$ cat config.mk
export PLATFORM = sky130hd
export DESIGN_NAME = tcrt_controller
export DESIGN_NICKNAME = d
export VERILOG_FILES = /design/src/design/tcrt_pkg.sv /design/src/design/tcrt_controller.sv
export SDC_FILE = /design/constraint.sdc
export NUM_CORES = 1
export LEC_CHECK = 0
export BUFFER_PORTS_ARGS = -buffer_cell sky130_fd_sc_hd__buf_2
export CORE_AREA = 2 2 39 41
export CTS_CLUSTER_DIAMETER = 40
export DETAILED_ROUTE_END_ITERATION = 16
export DIE_AREA = 0 0 41 43
export GPL_ROUTABILITY_DRIVEN = 1
export PLACE_DENSITY = 0.44
export REMOVE_ABC_BUFFERS = 1
export SKIP_CTS_REPAIR_TIMING = 1
export SLEW_MARGIN = 5
export SYNTH_ARGS = -nofsm -noshare
export SYNTH_HDL_FRONTEND = slang
export SYNTH_SLANG_ARGS = --single-unit
$ cat constraint.sdc
create_clock -name clk -period 1.84 [get_ports clk]
set_clock_uncertainty 0.2 [all_clocks]
set_input_delay 0.184 -clock clk [delete_from_list [all_inputs] [get_ports clk]]
set_output_delay 0.184 -clock clk [all_outputs]
set_load 0.02 [all_outputs]
$ cat src/design/tcrt_pkg.sv
// shared types and constants for the thread cancel record table
// no dependencies; imported by the top level, datapath and controller modules
package tcrt_pkg;

  // default sizes, handed to the top level parameters
  localparam int TCRT_RECORDS     = 256;
  localparam int TCRT_ID_WIDTH    = 32;
  localparam int TCRT_VALUE_WIDTH = 32;

  // command codes
  typedef enum logic [2:0] {
    CMD_REGISTER  = 3'd0,
    CMD_DETACH    = 3'd1,
    CMD_EXIT      = 3'd2,
    CMD_TAKE_EXIT = 3'd3,
    CMD_SET_STATE = 3'd4,
    CMD_SET_TYPE  = 3'd5,
    CMD_CANCEL    = 3'd6,
    CMD_TEST      = 3'd7
  } cmd_t;

  // result status codes
  localparam logic [2:0] ST_OK       = 3'd0;
  localparam logic [2:0] ST_INVALID  = 3'd1;
  localparam logic [2:0] ST_FULL     = 3'd2;
  localparam logic [2:0] ST_NOTHREAD = 3'd3;
  localparam logic [2:0] ST_NOTSUP   = 3'd4;

  // mode argument codes
  localparam logic [1:0] MODE_ENABLE   = 2'd0;
  localparam logic [1:0] MODE_DISABLE  = 2'd1;
  localparam logic [1:0] MODE_DEFERRED = 2'd0;

  // flag bit positions in a packed record, exit value and id sit above them
  localparam int P_DET   = 0;
  localparam int P_ACT   = 1;
  localparam int P_DIS   = 2;
  localparam int P_PEND  = 3;
  localparam int P_FLAGS = 4;

  // controller to datapath commands
  typedef struct packed {
    logic clr_en;
    logic load;
    logic scan_en;
    logic finish;
  } tcrt_ctl_t;

  // datapath to controller status
  typedef struct packed {
    logic clr_last;
    logic scan_done;
  } tcrt_sts_t;

endpackage

$ cat src/design/tcrt_controller.sv
// sequencing state machine of the record table: clear sweep, scan, write-back
// depends on tcrt_pkg
module tcrt_controller import tcrt_pkg::*; (
  input  logic      clk,
  input  logic      rst,
  input  logic      in_valid,
  output logic      in_ready,
  output logic      out_valid,
  input  logic      out_ready,
  output tcrt_ctl_t ctl,
  input  tcrt_sts_t sts
);

  typedef enum logic [1:0] {
    S_CLEAR,
    S_IDLE,
    S_SCAN,
    S_FINISH
  } state_t;

  state_t state;
  logic   out_free;

  assign out_free = !out_valid || out_ready;
  assign in_ready = (state == S_IDLE);

  // commands to the datapath
  always_comb begin
    ctl = '0;
    unique case (state)
      S_CLEAR:  ctl.clr_en  = 1'b1;
      S_IDLE:   ctl.load    = in_valid;
      S_SCAN:   ctl.scan_en = 1'b1;
      S_FINISH: ctl.finish  = out_free;
      default:  ctl = '0;
    endcase
  end

  // state and output valid
  always_ff @(posedge clk) begin
    if (rst) begin
      state     <= S_CLEAR;
      out_valid <= 1'b0;
    end else begin
      if (ctl.finish) begin
        out_valid <= 1'b1;
      end else if (out_ready) begin
        out_valid <= 1'b0;
      end
      unique case (state)
        S_CLEAR: begin
          if (sts.clr_last) state <= S_IDLE;
        end
        S_IDLE: begin
          if (in_valid) state <= S_SCAN;
        end
        S_SCAN: begin
          if (sts.scan_done) state <= S_FINISH;
        end
        S_FINISH: begin
          if (out_free) state <= S_IDLE;
        end
        default: state <= S_IDLE;
      endcase
    end
  end

endmodule
After elaboration in Yosys (flattened, before gate mapping)
Index checks and enable logic that the tools add are counted.
Widths: inputs -> output; s select.

storage, ports and cells
  memories kept = 0
  bits of input ports = 6
  register bits = 3
  logic and storage cells = 25
  bits in writable memories = 0
  memory bits (read-only) = 0
  latch bits = 0

operators by class
  add/subtract/negate cells = 0
  $mul = 0
  magnitude comparators = 0
  shift operators = 0
  muxes and demuxes = 11
  divide/modulo/power cells = 0
  bitwise logic cells = 0
  equality and inequality tests = 7
  reduce and logical (&&, ||, !) cells = 5

operators with widths
  kind                number
  $mux 2              4
  $ne 2x2->1 const B  4
  $pmux 2 s4          1
  $mux 1              6
  $eq 2x2->1 const B  2
  $reduce_and 4->1    1
  $eq 2x1->1 const B  1
  $logic_not 2->1     1
  $reduce_bool 2->1   1
  $logic_not 1->1     1
  $logic_or 1x1->1    1

Logic depth before layout (Yosys ltp)
  depth after elaboration = 4
  gate-level depth with buffers = 5

Least setup slack after synthesis
OpenSTA, ideal clock, no wires.

  path type = register to register
  from = register state[0]
  to = register state[0]
  stages on the path, launching flop included = 6
  slack = -0.038 ns
  arrival = 1.556 ns
  path buffers = 0
  clock period less this slack = 1.878 ns
  required time = 1.519 ns
  cells stage by stage = dfxtp_1 inv_1 ha_1 nor2b_4 a2111oi_4 mux2_4

between the ends
  longest elaborated chain between the ends = 3
  elaborated cells on any way between the ends = 10
  classes of those cells = eq/ne (7); mux (1); reduce/logical (2)

ends and longest elaborated chain
  what                                      line                   source
  from (decl)                               tcrt_controller.sv:21  state_t state;
  from (signal assigned)                    tcrt_controller.sv:42  state <= S_CLEAR;
  from (signal assigned)                    tcrt_controller.sv:52  if (sts.clr_last) state <= S_IDLE;
  from (signal assigned)                    tcrt_controller.sv:55  if (in_valid) state <= S_SCAN;
  $eq 2x2->1, or another cell as far along  tcrt_controller.sv:50  unique case (state)
  $ne 2x2->1 (no line)                      -
  $reduce_and 4->1 (no line)                -

Several ways; a longest one is shown, not always the timed one.
A chain may end at the register's enable or synchronous reset.

Worst setup path in the final report
Same ends and word-level chain as after synthesis.

==> implementation parameters <==
Parameter                              Value

Run status
  Result of the run    complete, no violations

Setup path
  Slack of the worst reg-to-reg path    0.07 ns
  CP Capture Type    flop
  Buffering stage count on the worst path with inverters included    1
  Data required, critical path    roughly 1.8 ns
  Arrival time reported for the critical path endpoint    roughly 1.7 ns
  Critical-path maximum fanout    3
  Type of the setup path with the least slack    flop to flop
  Worst path slowest cell    sky130_fd_sc_hd__a2111oi_4
  Family of cells with the greatest summed delay on the critical path    compound AO/OA/AOI/OAI gates
  Ordered list of cells on the worst path    buf_6 > ha_4 > nor2b_2 > a2111oi_4 > mux2_4
  Kind of start point of the critical path    flop
  Crit-path max cell delay    0.38 ns

Floorplanning
  Boundary Pins    12
  Initial Utilization    0.1917
  Die Outline Area    1763 µm²
  Row cnt    14
  Die span in x    41 µm
  DIE HEIGHT    43 µm
  Area of the core region    1384 µm²

Logic synthesis
  Synthesized-area fraction occupied by ao, oa, aoi and oai cells    0.1038
  Mapped Area    265.3 µm²
  Number of standard cells after synthesis    25
  Combinational family with the most area after synthesis    simple AND/OR/NAND/NOR gates
  Yosys warning count    0
  Fraction of synthesized cell area in xor and xnor cells    0
  Syn_area_per_cell    10.61 µm²
  Sequential cell area fraction in the yosys report    0.2264
  Fraction of the mapped netlist area in simple logic gates    0.3113
  Mux share of post-synthesis cell area    0.09434
  Number of unique standard cell types used by synthesis    12
  Fraction of the mapped netlist area in adder cells    0.2358
  Total of flip-flops plus latches after synthesis    3

Clock network
  Clock latency on the worst-skew pair    0.23 ns
  Number of buffers between clock root and the deepest sink    2
  Number of CTS-inserted buffers    3
  # clock sinks    3
  Clock tree from TritonCTS    built
  H-tree depth reported by CTS    1
  Clock transition at the register clock pins on the worst setup and hold paths after CTS    0.04 ns
  Clock Tree Root    sky130_fd_sc_hd__clkbuf_4

Cells and area
  Number of standard cells in the final layout excluding fillers    60
  Ant diodes    0
  Post-route cell area    419.2 µm²
  Filler cells    156
  Layout cells sized above 1    0.5909
  Nets@finish    56
  Layout area overhead    58.02%

Placed design
  Post-placement cell area    about 360 µm²
  Gp weighted congestion    around 0.63
  Count of buffers inserted at the top-level ports    11
  Half-perimeter wire length after placement    between 400 and 500 µm
  Cell total after placement    55

Timing
  Shortest period the worst path allows    1.771 ns
  Unrepaired setup endpoints after global routing    no
  Normalized max-slew margin    0.7804
  Final count of pins violating max slew    0
  Ratio of final minimum period to clock period    0.9624
  Max Freq    ~560 MHz
  Slew at the pin closest to its max-slew limit    between 0.3 and 0.4 ns
  Final setup fails    0
  Count of final hold-check violations    0

Global routing
  Number of global-route vias before repair    ~230
  Met3 track utilization from global routing    0.03141
  Largest net degree at the start of global routing    6
  Global-route usage over all layers    0.07808
  Met2 global-route usage    0.1125
  Antenna violations before repair    0
  Layer carrying the most global-route usage    met2
  Global-route wire length before repair    841 µm
  Global route total overflow    0
  Met1 global-route usage    0.06688

Route
  Average detailed-routed wire length per instance    8.917 µm
  Initial DRC count    1
  Overall via count from detail_route    233
  Post-detailed-route via-to-cell ratio    3.883
  Remaining antenna violation count    0
  1st-pass router iterations    2
  Residual DRC    0
  Post-Route WL    around 540 µm

Worst hold path
  Worst min path class    primary input to flop

Power and ir drop
  Largest vdd supply drop    0.4232 mV
  Total Power    roughly 0.66 mW
  Ratio of total power to cell area    1563 nW/µm²
  Leakage power    0.2078 nW

Run
  Max-capacitance violation count    0
cell usage after synthesis:
master | instances | area, µm²
sky130_fd_sc_hd__a2111oi_4 | 1 | 27.53
sky130_fd_sc_hd__and2_1 | 1 | 6.260
sky130_fd_sc_hd__and2b_2 | 1 | 8.760
sky130_fd_sc_hd__dfxtp_1 | 3 | 60.06
sky130_fd_sc_hd__ha_1 | 5 | 62.56
sky130_fd_sc_hd__inv_1 | 2 | 7.510
sky130_fd_sc_hd__mux2_4 | 1 | 15.01
sky130_fd_sc_hd__mux2i_1 | 1 | 10.01
sky130_fd_sc_hd__nand2b_1 | 2 | 12.51
sky130_fd_sc_hd__nor2_1 | 4 | 15.01
sky130_fd_sc_hd__nor2b_1 | 2 | 12.51
sky130_fd_sc_hd__nor2b_4 | 2 | 27.53
per-layer routing:
metal,routed length (µm),vias to the layer above
li1,-,118
met1,196,108
met2,301,5
met3,28,2
met4,8,0
met5,0,-
report_power, final:
part	internal, mW	switching [mW]
logic	0.216	0.214
clock network	0.0814	0.0355
registers	0.0921	0.0156
cells by family (layout without fill, tap and decap cells):
kind of cell / Yosys count / after routing
AO/OA/AOI/OAI: 1 / 1
adder cells (fa/ha/maj): 5 / 5
buffers and inverters: 2 / 21
flip-flops: 3 / 3
multiplexers: 2 / 2
AND/OR/NAND/NOR: 12 / 12
final timing paths:
path	from	to	cells past startpoint
worst max-delay path	state[0]	state[0]	5
worst min-delay path	out_ready	out_valid	4
worst max register to register	state[0]	state[0]	5
worst min register to register	out_valid	out_valid	3
stage by stage:
| stage | TNS [ns] | setup WS [ns] | hold slack [ns] | util |
|---|---|---|---|---|
| after floorplan | -0.03752 | -0.03752 | 0.05638 | - |
| after global placement | 0 | 0.05374 | 0.2144 | 0.2622 |
| after detailed placement | 0 | 0.04962 | 0.2193 | 0.2622 |
| after CTS | 0 | 0.03573 | -0.03070 | 0.2812 |
| after global routing | 0 | 0.002989 | 0.07470 | 0.3029 |
| final | 0 | 0.06924 | 0.06999 | 0.3029 |
sequential cells by signal, summed over array words and instances, names as in the netlist:
signal,count
out_valid,1
state,2
final cells by class:
cell class | instances | area, µm² | share of cell area
repair buffers | 15 | 91.34 | 0.2179
well taps | 16 | 20.02 | 0.04776
clock buffers | 4 | 26.28 | 0.06269
flip-flops and latches | 3 | 61.31 | 0.1463
multi-input cells | 20 | 212.7 | 0.5075
inverters | 2 | 7.507 | 0.01791
cells in the final DEF, fill, tap and decap left out, types with 2 or more instances in the layout:
cell	count
sky130_fd_sc_hd__clkbuf_4	3
sky130_fd_sc_hd__dfxtp_1	2
sky130_fd_sc_hd__ha_1	4
sky130_fd_sc_hd__nor2b_4	2
sky130_fd_sc_hd__buf_2	11
sky130_fd_sc_hd__buf_4	2
sky130_fd_sc_hd__nor2_1	4
sky130_fd_sc_hd__nand2b_1	2
worst reg2reg max path: stages (launching register included):
cell,delay [ns]
sky130_fd_sc_hd__dfxtp_2,0.32
sky130_fd_sc_hd__buf_6,0.12
sky130_fd_sc_hd__ha_4,0.15
sky130_fd_sc_hd__nor2b_2,0.16
sky130_fd_sc_hd__a2111oi_4,0.38
sky130_fd_sc_hd__mux2_4,0.33
(Power assumes the default switching activity.)
